<file path="config.mk">
export PLATFORM = sky130hd
export DESIGN_NAME = rpaf_ctrl
export DESIGN_NICKNAME = d
export VERILOG_FILES = /design/src/rtl/rpaf_pkg.sv /design/src/rtl/rpaf_ctrl.sv
export SDC_FILE = /design/constraint.sdc
export NUM_CORES = 1
export LEC_CHECK = 0
export BUFFER_PORTS_ARGS = -buffer_cell sky130_fd_sc_hd__buf_2
export CORE_AREA = 4 4 41 43
export CTS_BUF_LIST = sky130_fd_sc_hd__clkbuf_8 sky130_fd_sc_hd__clkbuf_16
export DETAILED_ROUTE_END_ITERATION = 16
export DIE_AREA = 0 0 45 47
export PLACE_DENSITY_LB_ADDON = 0.25
export SYNTH_ARGS = -nofsm -noshare
export SYNTH_HDL_FRONTEND = slang
export SYNTH_SLANG_ARGS = --single-unit
export TNS_END_PERCENT = 5
</file>
<file path="constraint.sdc">
create_clock -name i_clk -period 2.8 [get_ports i_clk]
set_input_delay 0.84 -clock i_clk [delete_from_list [all_inputs] [get_ports i_clk]]
set_output_delay 0.84 -clock i_clk [all_outputs]
set_load 0.05 [all_outputs]
</file>
<file path="src/rtl/rpaf_pkg.sv">
package rpaf_pkg;

    localparam int MAX_SOURCES    = 64;
    localparam int POS_FRAC_BITS  = 16;
    localparam int QUAT_FRAC_BITS = 14;

    localparam int IDX_W  = (MAX_SOURCES > 1) ? $clog2(MAX_SOURCES) : 1;
    localparam int CNT_W  = $clog2(MAX_SOURCES + 1);
    localparam int POS_W  = 32;
    localparam int Q_W    = 16;
    localparam int ATTR_W = 32;
    localparam int DATA_W = 3 * POS_W + 4 * Q_W + ATTR_W;
    localparam int CMD_W  = 2;

    // Operand and accumulator widths for the shared multiply-accumulate
    localparam int B_W    = 37;
    localparam int PROD_W = Q_W + B_W;
    localparam int ACC_W  = 56;
    localparam int RND_W  = ACC_W - QUAT_FRAC_BITS;
    localparam int R_W    = 40;
    localparam int O_W    = 21;
    localparam int SUM_W  = R_W + 2;

    localparam int NSTEP  = 31;
    localparam int STEP_W = 5;

    typedef enum logic [CMD_W-1:0] {
        CMD_APPEND = 2'd0,
        CMD_DEST   = 2'd1,
        CMD_CLEAR  = 2'd2,
        CMD_NONE   = 2'd3
    } t_cmd_code;

    typedef enum logic [2:0] {
        ST_IDLE, ST_READ, ST_CALC, ST_FIN, ST_OUT
    } t_state;

    typedef enum logic [1:0] { A_QX, A_QY, A_QZ, A_QW } t_asel;

    typedef enum logic [3:0] {
        B_VX, B_VY, B_VZ, B_TX, B_TY, B_TZ, B_BX, B_BY, B_BZ, B_BW
    } t_bsel;

    typedef enum logic [3:0] {
        D_TX, D_TY, D_TZ, D_RX, D_RY, D_RZ, D_OX, D_OY, D_OZ, D_OW
    } t_dst;

    typedef struct packed {
        t_asel a;
        t_bsel b;
        logic  sub;
        logic  first;
        logic  last;
        logic  dbl;
        t_dst  dst;
    } t_uop;

    typedef struct packed {
        logic              src_wr;
        logic              clear;
        logic              dest_load;
        logic              idx_clr;
        logic              idx_inc;
        logic              issue;
        logic [STEP_W-1:0] step;
        logic              fin;
    } t_cmd;

    typedef struct packed {
        logic full;
        logic cnt_zero;
        logic idx_last;
    } t_stat;

    function automatic t_uop mk(t_asel a, t_bsel b, logic sub, logic first,
                                logic last, logic dbl, t_dst dst);
        t_uop u;
        u.a = a; u.b = b; u.sub = sub; u.first = first;
        u.last = last; u.dbl = dbl; u.dst = dst;
        return u;
    endfunction

    // Micro-program: t = 2*cross(q,v), r = qw*t + cross(q,t), o = q * b
    function automatic t_uop uop(logic [STEP_W-1:0] s);
        t_uop u;
        case (s)
            5'd0:  u = mk(A_QY, B_VZ, 1'b0, 1'b1, 1'b0, 1'b1, D_TX);
            5'd1:  u = mk(A_QZ, B_VY, 1'b1, 1'b0, 1'b1, 1'b1, D_TX);
            5'd2:  u = mk(A_QZ, B_VX, 1'b0, 1'b1, 1'b0, 1'b1, D_TY);
            5'd3:  u = mk(A_QX, B_VZ, 1'b1, 1'b0, 1'b1, 1'b1, D_TY);
            5'd4:  u = mk(A_QX, B_VY, 1'b0, 1'b1, 1'b0, 1'b1, D_TZ);
            5'd5:  u = mk(A_QY, B_VX, 1'b1, 1'b0, 1'b1, 1'b1, D_TZ);
            5'd6:  u = mk(A_QW, B_TX, 1'b0, 1'b1, 1'b0, 1'b0, D_RX);
            5'd7:  u = mk(A_QY, B_TZ, 1'b0, 1'b0, 1'b0, 1'b0, D_RX);
            5'd8:  u = mk(A_QZ, B_TY, 1'b1, 1'b0, 1'b1, 1'b0, D_RX);
            5'd9:  u = mk(A_QW, B_TY, 1'b0, 1'b1, 1'b0, 1'b0, D_RY);
            5'd10: u = mk(A_QZ, B_TX, 1'b0, 1'b0, 1'b0, 1'b0, D_RY);
            5'd11: u = mk(A_QX, B_TZ, 1'b1, 1'b0, 1'b1, 1'b0, D_RY);
            5'd12: u = mk(A_QW, B_TZ, 1'b0, 1'b1, 1'b0, 1'b0, D_RZ);
            5'd13: u = mk(A_QX, B_TY, 1'b0, 1'b0, 1'b0, 1'b0, D_RZ);
            5'd14: u = mk(A_QY, B_TX, 1'b1, 1'b0, 1'b1, 1'b0, D_RZ);
            5'd15: u = mk(A_QX, B_BW, 1'b0, 1'b1, 1'b0, 1'b0, D_OX);
            5'd16: u = mk(A_QW, B_BX, 1'b0, 1'b0, 1'b0, 1'b0, D_OX);
            5'd17: u = mk(A_QY, B_BZ, 1'b0, 1'b0, 1'b0, 1'b0, D_OX);
            5'd18: u = mk(A_QZ, B_BY, 1'b1, 1'b0, 1'b1, 1'b0, D_OX);
            5'd19: u = mk(A_QY, B_BW, 1'b0, 1'b1, 1'b0, 1'b0, D_OY);
            5'd20: u = mk(A_QW, B_BY, 1'b0, 1'b0, 1'b0, 1'b0, D_OY);
            5'd21: u = mk(A_QZ, B_BX, 1'b0, 1'b0, 1'b0, 1'b0, D_OY);
            5'd22: u = mk(A_QX, B_BZ, 1'b1, 1'b0, 1'b1, 1'b0, D_OY);
            5'd23: u = mk(A_QZ, B_BW, 1'b0, 1'b1, 1'b0, 1'b0, D_OZ);
            5'd24: u = mk(A_QW, B_BZ, 1'b0, 1'b0, 1'b0, 1'b0, D_OZ);
            5'd25: u = mk(A_QX, B_BY, 1'b0, 1'b0, 1'b0, 1'b0, D_OZ);
            5'd26: u = mk(A_QY, B_BX, 1'b1, 1'b0, 1'b1, 1'b0, D_OZ);
            5'd27: u = mk(A_QW, B_BW, 1'b0, 1'b1, 1'b0, 1'b0, D_OW);
            5'd28: u = mk(A_QX, B_BX, 1'b1, 1'b0, 1'b0, 1'b0, D_OW);
            5'd29: u = mk(A_QY, B_BY, 1'b1, 1'b0, 1'b0, 1'b0, D_OW);
            5'd30: u = mk(A_QZ, B_BZ, 1'b1, 1'b0, 1'b1, 1'b0, D_OW);
            default: u = mk(A_QX, B_VX, 1'b0, 1'b0, 1'b0, 1'b0, D_TX);
        endcase
        return u;
    endfunction

    function automatic logic [POS_W-1:0] sat_pos(logic signed [SUM_W-1:0] x);
        logic signed [SUM_W-1:0] hi;
        logic signed [SUM_W-1:0] lo;
        hi = SUM_W'((64'sd1 <<< (POS_W - 1)) - 64'sd1);
        lo = -hi - SUM_W'(1);
        if (x > hi)      return hi[POS_W-1:0];
        else if (x < lo) return lo[POS_W-1:0];
        else             return x[POS_W-1:0];
    endfunction

    function automatic logic [Q_W-1:0] sat_q(logic signed [O_W-1:0] x);
        logic signed [O_W-1:0] hi;
        logic signed [O_W-1:0] lo;
        hi = O_W'((32'sd1 <<< (Q_W - 1)) - 32'sd1);
        lo = -hi - O_W'(1);
        if (x > hi)      return hi[Q_W-1:0];
        else if (x < lo) return lo[Q_W-1:0];
        else             return x[Q_W-1:0];
    endfunction

endpackage

</file>
<file path="src/rtl/rpaf_ctrl.sv">
module rpaf_ctrl
    import rpaf_pkg::*;
(
    input  logic             i_clk,
    input  logic             i_rst_n,
    input  logic             i_in_valid,
    input  logic [CMD_W-1:0] i_in_cmd,
    output logic             o_in_ready,
    output logic             o_out_valid,
    input  logic             i_out_ready,
    input  t_stat            i_stat,
    output t_cmd             o_cmd
);

    t_state            r_state, n_state;
    logic [STEP_W-1:0] r_step, n_step;

    always_ff @(posedge i_clk) begin
        if (!i_rst_n) begin
            r_state <= ST_IDLE;
            r_step  <= '0;
        end else begin
            r_state <= n_state;
            r_step  <= n_step;
        end
    end

    always_comb begin
        n_state     = r_state;
        n_step      = r_step;
        o_cmd       = '0;
        o_cmd.step  = r_step;
        o_in_ready  = 1'b0;
        o_out_valid = 1'b0;
        case (r_state)
            ST_IDLE: begin
                o_in_ready = 1'b1;
                if (i_in_valid) begin
                    case (t_cmd_code'(i_in_cmd))
                        CMD_APPEND: o_cmd.src_wr = !i_stat.full;
                        CMD_CLEAR:  o_cmd.clear  = 1'b1;
                        CMD_DEST: begin
                            o_cmd.dest_load = 1'b1;
                            o_cmd.idx_clr   = 1'b1;
                            if (!i_stat.cnt_zero) n_state = ST_READ;
                        end
                        default: ;
                    endcase
                end
            end
            ST_READ: begin
                n_step  = '0;
                n_state = ST_CALC;
            end
            ST_CALC: begin
                if (r_step == STEP_W'(NSTEP)) begin
                    n_state = ST_FIN;
                end else begin
                    o_cmd.issue = 1'b1;
                    n_step      = r_step + STEP_W'(1);
                end
            end
            ST_FIN: begin
                o_cmd.fin = 1'b1;
                n_state   = ST_OUT;
            end
            ST_OUT: begin
                o_out_valid = 1'b1;
                if (i_out_ready) begin
                    if (i_stat.idx_last) begin
                        n_state = ST_IDLE;
                    end else begin
                        o_cmd.idx_inc = 1'b1;
                        n_state       = ST_READ;
                    end
                end
            end
            default: n_state = ST_IDLE;
        endcase
    end

endmodule

</file>
==> reports/qor.yml, run 1 <==
worst_setup_path:
  r2r_start: "r_step[0]$_SDFFE_PN0P_"
  reg2reg_depth: 6
  crit_required_ps: 1960
  rr_endpoint: "r_step[2]$_SDFFE_PN0P_"
  cp-end-kind: "output port"
  crit_path_max_incr_delay_ps: 340
  rrSetupSlack_ps: 1010
  crit_top_cell: "ha_1"
  crit_start: "r_step[0]$_SDFFE_PN0P_"
  path_class: "reg -> out"
  slowest_stage: "dfxtp_1"
  endpoint: "o_cmd[6]"
  path_cells: "ha_1 -> and3_1 -> ha_1 -> nor4b_4 -> buf_4"
  crit_path_max_fanout: 6
  timing.critical_path.arrival_ps: 1850
  cp-start-kind: "flip-flop"
routing:
  met2_wirelength_um: 623
  drc_errors: 0
  wirelength_mm: 1.28
  wl_met1_um: 524
  top_layer_used: "met4"
  drtIter0Drc: 10
  dr.pass1.iters: 4
  wire_per_inst_um: 13.6
  vias: 523
  vias_per_cell: 5.56
  wl_met3_um: 85
  antenna_left: 0
floorplanning:
  die_y_um: 47
  dieArea_um2: 2120
  num_io_pins: 23
  start_util_pct: 42.2
  row_count: 13
  design.core.area_um2: 1300
  die_x_um: 45
synthesis:
  synthCells: 57
  synth_edf_count: 0
  synth_flop_cell: "dfxtp_1"
  yosysSeqAreaShare_pct: 29.2
  synth_area_um2: 549
  ys_ff_latch: 8
  synth_fp_nets: 68
  ys_warn_count: 0
  async_flop_share_pct: 0
  synth_cell_type_count: 35
  avgSynthCellArea_um2: 9.64
final_layout:
  final_cell_mix: "21 x buf_2, 8 x dfxtp_1"
  drive_above_1_share_pct: 49.4
  area_delta_synth_final_pct: 34.6
  fin_nets: 92
  layout_commonest_cell: "buf_2"
  antenna_cells: 0
  register_area_um2: 160
  multi_input_area_um2: 392
  n_fill_cell: 124
  fin_cells: 94
timing:
  slew_violations: 0
  fmax_mhz: 371
  rsz0062_at_grt: "false"
  period_share_pct: 96.2
  maxSlewHeadroom_pct: 69.4
  finalSetupViolCount: 0
  fin_tns_setup_ps: 0
  fin_skew_ps: 5.46
  worst_slew_pin_slew_ps: 459
  post-route-min-period_ps: 2690
  hold_viol_final: 0
power_and_ir_drop:
  clkPwrFrac_pct: 25.2
  swShare_pct: 42.8
  p_per_area_nw_per_um2: 758
  p_total_w: 0.000560
  p_switching_w: 0.000240
  comb_power_share_pct: 44.9
  seq_power_share_pct: 29.9
  p_int_w: 0.000321
  max-vdd-ir-drop_v: 0.000327
  p_leak_nw: 0.352
global_route:
  overflow: 0
  antenna_found_initial: 0
  grt_pass1_wl_mm: 2.20
  grt_max_degree: 12
  grt_usage_pct: 15.3
  grt_pass1_vias: 476
clock_tree:
  hold_buffers: 0
  clk_latency_ps: 230
  clockBufferDepth: 2
  htree_levels: 1
  numCtsBuffers: 3
  cts.sinks: 8
  cts_tree: "done"
  cts-root-buf: "clkbuf_8"
  cts.clk_slew.worst_paths_ps: 40
placed_design:
  port_buffers: 22
  place_hpwl_um: 978
  place_inst: 91
  place_congestion: 0.750
run_status:
  run_status: "complete, no violations"
flow_run:
  max-cap-violations: 0
min_path:
  hold_class: "reg -> reg"
-- state kept, by name (all words and copies together), names as in the netlist --
register / cells
r_step: 5
r_state: 3
-- critical path: cells and delay by family, from the launching register on --
kind          cells  cell delay [ps]
simple gates      2              520
fa+ha+maj         2              480
flops             1              340
buf+inv           1              270
-- cells in the mapped netlist, types with 2 or more instances --
library cell | number | area (µm²)
ha_1 | 2 | 25.0
nor2_1 | 3 | 11.3
nand2_1 | 3 | 11.3
buf_6 | 2 | 22.5
nor3b_1 | 5 | 37.5
dfxtp_1 | 8 | 160
a21boi_0 | 2 | 15.0
nand3b_1 | 3 | 22.5
inv_1 | 2 | 7.51
o221a_2 | 2 | 22.5
-- logic make-up (layout without fill, tap and decap cells) --
kind of cell / after synthesis / count (layout) / synth area share [%]
flops: 8 / 8 / 29.2
xor+xnor: 1 / 1 / 1.59
compound gates: 9 / 9 / 13.0
buf+inv: 6 / 28 / 7.74
simple gates: 29 / 29 / 40.1
fa+ha+maj: 2 / 2 / 4.56
mux: 2 / 2 / 3.87
-- through the flow --
stage	hold slack (ps)	util [%]	worst slack (ps)	cell area [µm²]
after floorplan	602	-	2.06	598
after global placement	485	53.5	359	696
after detailed placement	527	53.5	302	696
after CTS	534	56.6	46.5	737
after global routing	574	56.8	12.4	739
final	522	56.8	106	739
-- timing repair --
item / 4_1_cts / 5_1_grt
buffers inserted: 0 / 0
resized for setup: 0 / 2
endpoints found under the setup margin: 0 / 1
endpoints found under the hold margin: 0 / 0
-- worst min path at each step --
stage,start,to,depth (start not counted)
CTS,r_step[3]$_SDFFE_PN0P_,r_step[3]$_SDFFE_PN0P_,2
floorplan,r_state[2]$_SDFFE_PN0P_,r_state[1]$_SDFFE_PN0P_,2
detailed placement,r_step[3]$_SDFFE_PN0P_,r_step[3]$_SDFFE_PN0P_,2
global route,r_step[4]$_SDFFE_PN0P_,r_step[4]$_SDFFE_PN0P_,2
global placement,r_step[3]$_SDFFE_PN0P_,r_step[3]$_SDFFE_PN0P_,2
finish,r_step[3]$_SDFFE_PN0P_,r_step[3]$_SDFFE_PN0P_,2
-- power groups by stage --
| stage | Combinational (W) | Sequential (W) | Clock, W |
|---|---|---|---|
| global route | 0.000271 | 0.000171 | 0.000151 |
| detailed placement | 0.000250 | 0.000169 | 0 |
| global placement | 0.000248 | 0.000167 | 0 |
| floorplan | 0.000227 | 0.000155 | 0 |
| CTS | 0.000251 | 0.000167 | 0.000147 |
| finish | 0.000251 | 0.000167 | 0.000141 |
-- per-layer routing --
metal / GRT usage [%] / vias up
met5: 0 / -
met4: 14.0 / 0
met3: 4.60 / 4
met2: 22.6 / 19
met1: 17.7 / 243
li1: - / 257
-- layout make-up --
class / instances / share of cell area (%)
inverter: 2 / 1.02
clock buffer: 3 / 5.58
tap: 15 / 2.54
sequential: 8 / 21.7
timing repair buffer: 23 / 16.2
multi-input combinational: 43 / 53.0
(Power assumes the default switching activity.)
==> run 2: changes to the inputs <==
Settings changed: CORE_AREA 4 4 41 43 to not set, CORE_MARGIN set to 4, CORE_UTILIZATION set to 35, DIE_AREA 0 0 45 47 to not set.
==> reports/qor.yml, run 2 (synthesized netlist as in run 1, its figures left out) <==
timing:
  hold_slack_ps: 509
  fmax_mhz: 374
  slew_violations: 0
  finalSetupViolCount: 0
  maxSlewHeadroom_pct: 68.5
  post-route-min-period_ps: 2680
  fin_tns_setup_ps: 0
  worst_slew_pin_slew_ps: 472
  rsz0062_at_grt: "false"
  hold_viol_final: 0
  fin_skew_ps: 4.08
  period_share_pct: 95.6
placed_design:
  port_buffers: 22
  place_congestion: 0.718
  place_hpwl_mm: 1.01
worst_setup_path:
  reg2reg_depth: 6
  timing.critical_path.arrival_ps: 1840
  path_cells: "ha_1 -> and3_1 -> ha_1 -> nor4b_4 -> buf_4"
  crit_buf_inv: 1
  crit_start: "r_step[0]$_SDFFE_PN0P_"
  slowest_stage: "dfxtp_1"
  crit_path_max_fanout: 6
  cp-end-kind: "output port"
  r2r_start: "r_step[0]$_SDFFE_PN0P_"
  endpoint: "o_cmd[6]"
  crit_path_max_incr_delay_ps: 340
  path_class: "reg -> out"
  crit_required_ps: 1960
  cp.depth: 5
  rrSetupSlack_ps: 980
  rr_endpoint: "r_step[2]$_SDFFE_PN0P_"
  crit_top_cell: "ha_1"
  cp-start-kind: "flip-flop"
  crit_family: "simple AND/OR/NAND/NOR gates"
global_route:
  grt_pass1_wl_mm: 2.04
  grt_pass1_vias: 465
  overflow: 0
  grt_max_degree: 12
  antenna_found_initial: 0
  grt_usage_pct: 12.9
power_and_ir_drop:
  max-vdd-ir-drop_v: 0.000370
  p_leak_nw: 0.352
  p_per_area_nw_per_um2: 754
clock_tree:
  htree_levels: 1
  hold_buffers: 0
  clockBufferDepth: 2
  numCtsBuffers: 3
  cts.clk_slew.worst_paths_ps: 40
  cts-root-buf: "clkbuf_8"
  cts.sinks: 8
  clk_latency_ps: 230
  cts_tree: "done"
routing:
  vias: 520
  wirelength_mm: 1.33
  dr.pass1.iters: 4
  vias_per_cell: 5.47
  drc_errors: 0
  wire_per_inst_um: 14.0
  drtIter0Drc: 7
  antenna_left: 0
floorplanning:
  row_count: 14
  num_io_pins: 23
  design.core.area_um2: 1490
  dieArea_um2: 2270
  die_y_um: 47.6
  start_util_pct: 36.9
  die_x_um: 47.6
final_layout:
  area_delta_synth_final_pct: 34.9
  top_regs: "r_step: 5 flops, r_state: 3 flops"
  final_cell_mix: "21 x buf_2, 8 x dfxtp_1"
  antenna_cells: 0
  fin_nets: 92
  drive_above_1_share_pct: 49.4
  regMostFlops: "r_step"
  largest_reg_flops: 5
  layout_commonest_cell: "buf_2"
min_path:
  hold_class: "reg -> reg"
flow_run:
  max-cap-violations: 0
run_status:
  run_status: "complete, no violations"
run 2: power breakdown:
group / internal [W] / total, W / leakage (nW) / switching [W]
combinational: 0.0000986 / 0.000252 / 0.266 / 0.000153
clock: 0.0000932 / 0.000139 / 0.0216 / 0.0000459
sequential: 0.000129 / 0.000167 / 0.0647 / 0.0000386
run 2: worst register-to-register path, stage by stage, from the launching register on:
cell and delay (ps):
dfxtp_1 340, ha_1 230, and3_1 190, ha_1 250
nor3b_1 300, a31oi_1 130, o221a_2 270
run 2: worst min path at each step:
stage	slack, ps	depth (start not counted)	end	from
4_1_cts	500	2	r_step[3]$_SDFFE_PN0P_	r_step[3]$_SDFFE_PN0P_
2_1_floorplan	600	2	r_state[1]$_SDFFE_PN0P_	r_state[2]$_SDFFE_PN0P_
5_1_grt	550	2	r_step[3]$_SDFFE_PN0P_	r_step[3]$_SDFFE_PN0P_
6_report	510	2	r_step[3]$_SDFFE_PN0P_	r_step[3]$_SDFFE_PN0P_
3_3_place_gp	490	2	r_step[3]$_SDFFE_PN0P_	r_step[3]$_SDFFE_PN0P_
3_5_place_dp	500	2	r_step[3]$_SDFFE_PN0P_	r_step[3]$_SDFFE_PN0P_
run 2: through the flow:
step           setup slack (ps)  std cells  utilization [%]  power, W  instance area [µm²]
2_1_floorplan              2.06         57                -  0.000383                  598
3_3_place_gp                356         92             46.8  0.000416                  697
3_5_place_dp                306         92             46.8  0.000422                  697
4_1_cts                    56.6         95             49.6  0.000564                  738
5_1_grt                    23.4         95             49.7  0.000590                  741
6_report                    124         95             49.7  0.000558                  741
run 2: metal layers:
metal | share of wire [%] | vias to the layer above | global-route usage, %
met5 | 0 | - | 0
met4 | 0.68 | 0 | 3.23
met3 | 6.0 | 2 | 5.64
met2 | 51 | 12 | 21.4
met1 | 42 | 252 | 15.2
li1 | - | 254 | -
run 2: final cells by class:
type	count	area, µm²
Clock buffer	3	41.3
Fill cell	161	748
Inverter	2	7.51
Multi-Input combinational cell	43	392
Sequential cell	8	160
Tap cell	16	20.0
Timing Repair Buffer	23	120
run 2: timing repair:
action / in CTS / in global routing
endpoints found under the setup margin: 0 / 1
setup buffers: 0 / 0
resized for setup: 0 / 2
==> run 3: changes to the inputs <==
Clock period 2.8 ns to 3 ns, I/O delays scaled along.
==> reports/qor.yml, run 3 (synthesized netlist as in run 1, its figures left out) <==
worst_setup_path:
  cp-end-kind: "output port"
  crit_path_max_fanout: 6
  crit_top_cell: "ha_1"
  path_cells: "ha_1 -> and3_1 -> ha_1 -> nor4b_4 -> buf_2"
  cp-start-kind: "flip-flop"
  crit_path_max_incr_delay_ps: 370
  crit_required_ps: 2100
  crit_family: "simple AND/OR/NAND/NOR gates"
  crit_buf_inv: 1
  slowest_stage: "nor4b_4"
  path_class: "reg -> out"
  timing.critical_path.arrival_ps: 1940
placed_design:
  place_inst: 91
  port_buffers: 22
  place_hpwl_um: 914
  place_congestion: 0.733
timing:
  maxSlewHeadroom_pct: 73.0
  post-route-min-period_ps: 2840
  finalSetupViolCount: 0
  hold_viol_final: 0
  fmax_mhz: 352
  fin_skew_ps: 3.45
  worst_slew_pin_slew_ps: 404
  slew_violations: 0
  rsz0062_at_grt: "false"
  period_share_pct: 94.7
  hold_slack_ps: 495
global_route:
  grt_pass1_vias: 437
  antenna_found_initial: 0
  overflow: 0
  grt_usage_pct: 12.1
  grt_pass1_wl_mm: 1.95
  grt_max_degree: 12
floorplanning:
  design.core.area_um2: 1490
  num_io_pins: 23
  row_count: 14
  dieArea_um2: 2270
  die_y_um: 47.6
  start_util_pct: 36.9
  die_x_um: 47.6
final_layout:
  top_regs: "r_step: 5 flops, r_state: 3 flops"
  antenna_cells: 0
  area_delta_synth_final_pct: 31.4
  drive_above_1_share_pct: 47.4
  largest_reg_flops: 5
  regMostFlops: "r_step"
  fin_nets: 91
  final_cell_mix: "22 x buf_2, 8 x dfxtp_1"
  layout_commonest_cell: "buf_2"
  fin_cells: 94
routing:
  top_layer_used: "met4"
  vias_per_cell: 5.43
  wl_met3_um: 78
  wire_per_inst_um: 13.1
  drtIter0Drc: 10
  vias: 510
  wl_met1_um: 490
  drc_errors: 0
  dr.pass1.iters: 4
  wirelength_mm: 1.23
  met2_wirelength_um: 651
  antenna_left: 0
clock_tree:
  clk_latency_ps: 230
  cts.clk_slew.worst_paths_ps: 40
  postCtsSetupBuffers: 0
  numCtsBuffers: 3
  cts-root-buf: "clkbuf_8"
  hold_buffers: 0
  cts_tree: "done"
  htree_levels: 1
  clockBufferDepth: 2
  ctsResizeCount: 0
  cts.sinks: 8
power_and_ir_drop:
  p_leak_nw: 0.343
  max-vdd-ir-drop_v: 0.000375
  p_per_area_nw_per_um2: 695
flow_run:
  max-cap-violations: 0
run_status:
  run_status: "complete, no violations"
min_path:
  hold_class: "reg -> reg"
run 3: changes by cell type in the layout (fill, tap and decap cells not counted), sizes merged:
cell / previous run / this run
buf: 23 / 22
run 3: path summary, 6_finish.rpt:
check	start	end	slack, ps	cells after the start
setup / recovery	r_step[0]$_SDFFE_PN0P_	o_cmd[6]	160	5
hold / removal	r_step[3]$_SDFFE_PN0P_	r_step[3]$_SDFFE_PN0P_	500	2
setup reg to reg	r_step[0]$_SDFFE_PN0P_	r_step[3]$_SDFFE_PN0P_	1170	6
hold reg to reg	r_step[3]$_SDFFE_PN0P_	r_step[3]$_SDFFE_PN0P_	500	2
run 3: worst reg2reg max path: stages (launching register included):
cell and delay (ps):
dfxtp_1 350, ha_1 240, and3_1 190, ha_1 240, nor4b_4 370, nand4_1 190, mux2i_1 140
run 3: routing by layer:
| layer | track usage [%] | vias up |
|---|---|---|
| met5 | 0 | - |
| met4 | 1.61 | 0 |
| met3 | 5.64 | 2 |
| met2 | 21.7 | 13 |
| met1 | 13.5 | 240 |
| li1 | - | 255 |
run 3: layout make-up:
class	instances	area (µm²)
clock buffers	3	41.3
well taps	16	20.0
inverters	2	7.51
fillers	150	767
flip-flops and latches	8	160
multi-input cells	43	383
repair buffers	22	110
run 3: where the power goes:
part	switching (W)	internal (W)	total, W
Sequential	0.0000332	0.000120	0.000153
Combinational	0.000140	0.0000817	0.000222
Clock	0.0000400	0.0000867	0.000127
Total	0.000213	0.000289	0.000502
run 3: through the flow:
| stage | area, µm² | power [W] | TNS [ps] | util [%] | worst slack (ps) |
|---|---|---|---|---|---|
| finish | 722 | 0.000502 | 0 | 48.5 | 158 |
| global route | 722 | 0.000533 | 0 | 48.5 | 107 |
| CTS | 722 | 0.000508 | 0 | 48.5 | 172 |
| detailed placement | 681 | 0.000376 | 0 | 45.7 | 457 |
| global placement | 681 | 0.000376 | 0 | 45.7 | 487 |
| floorplan | 586 | 0.000344 | -378 | - | -252 |
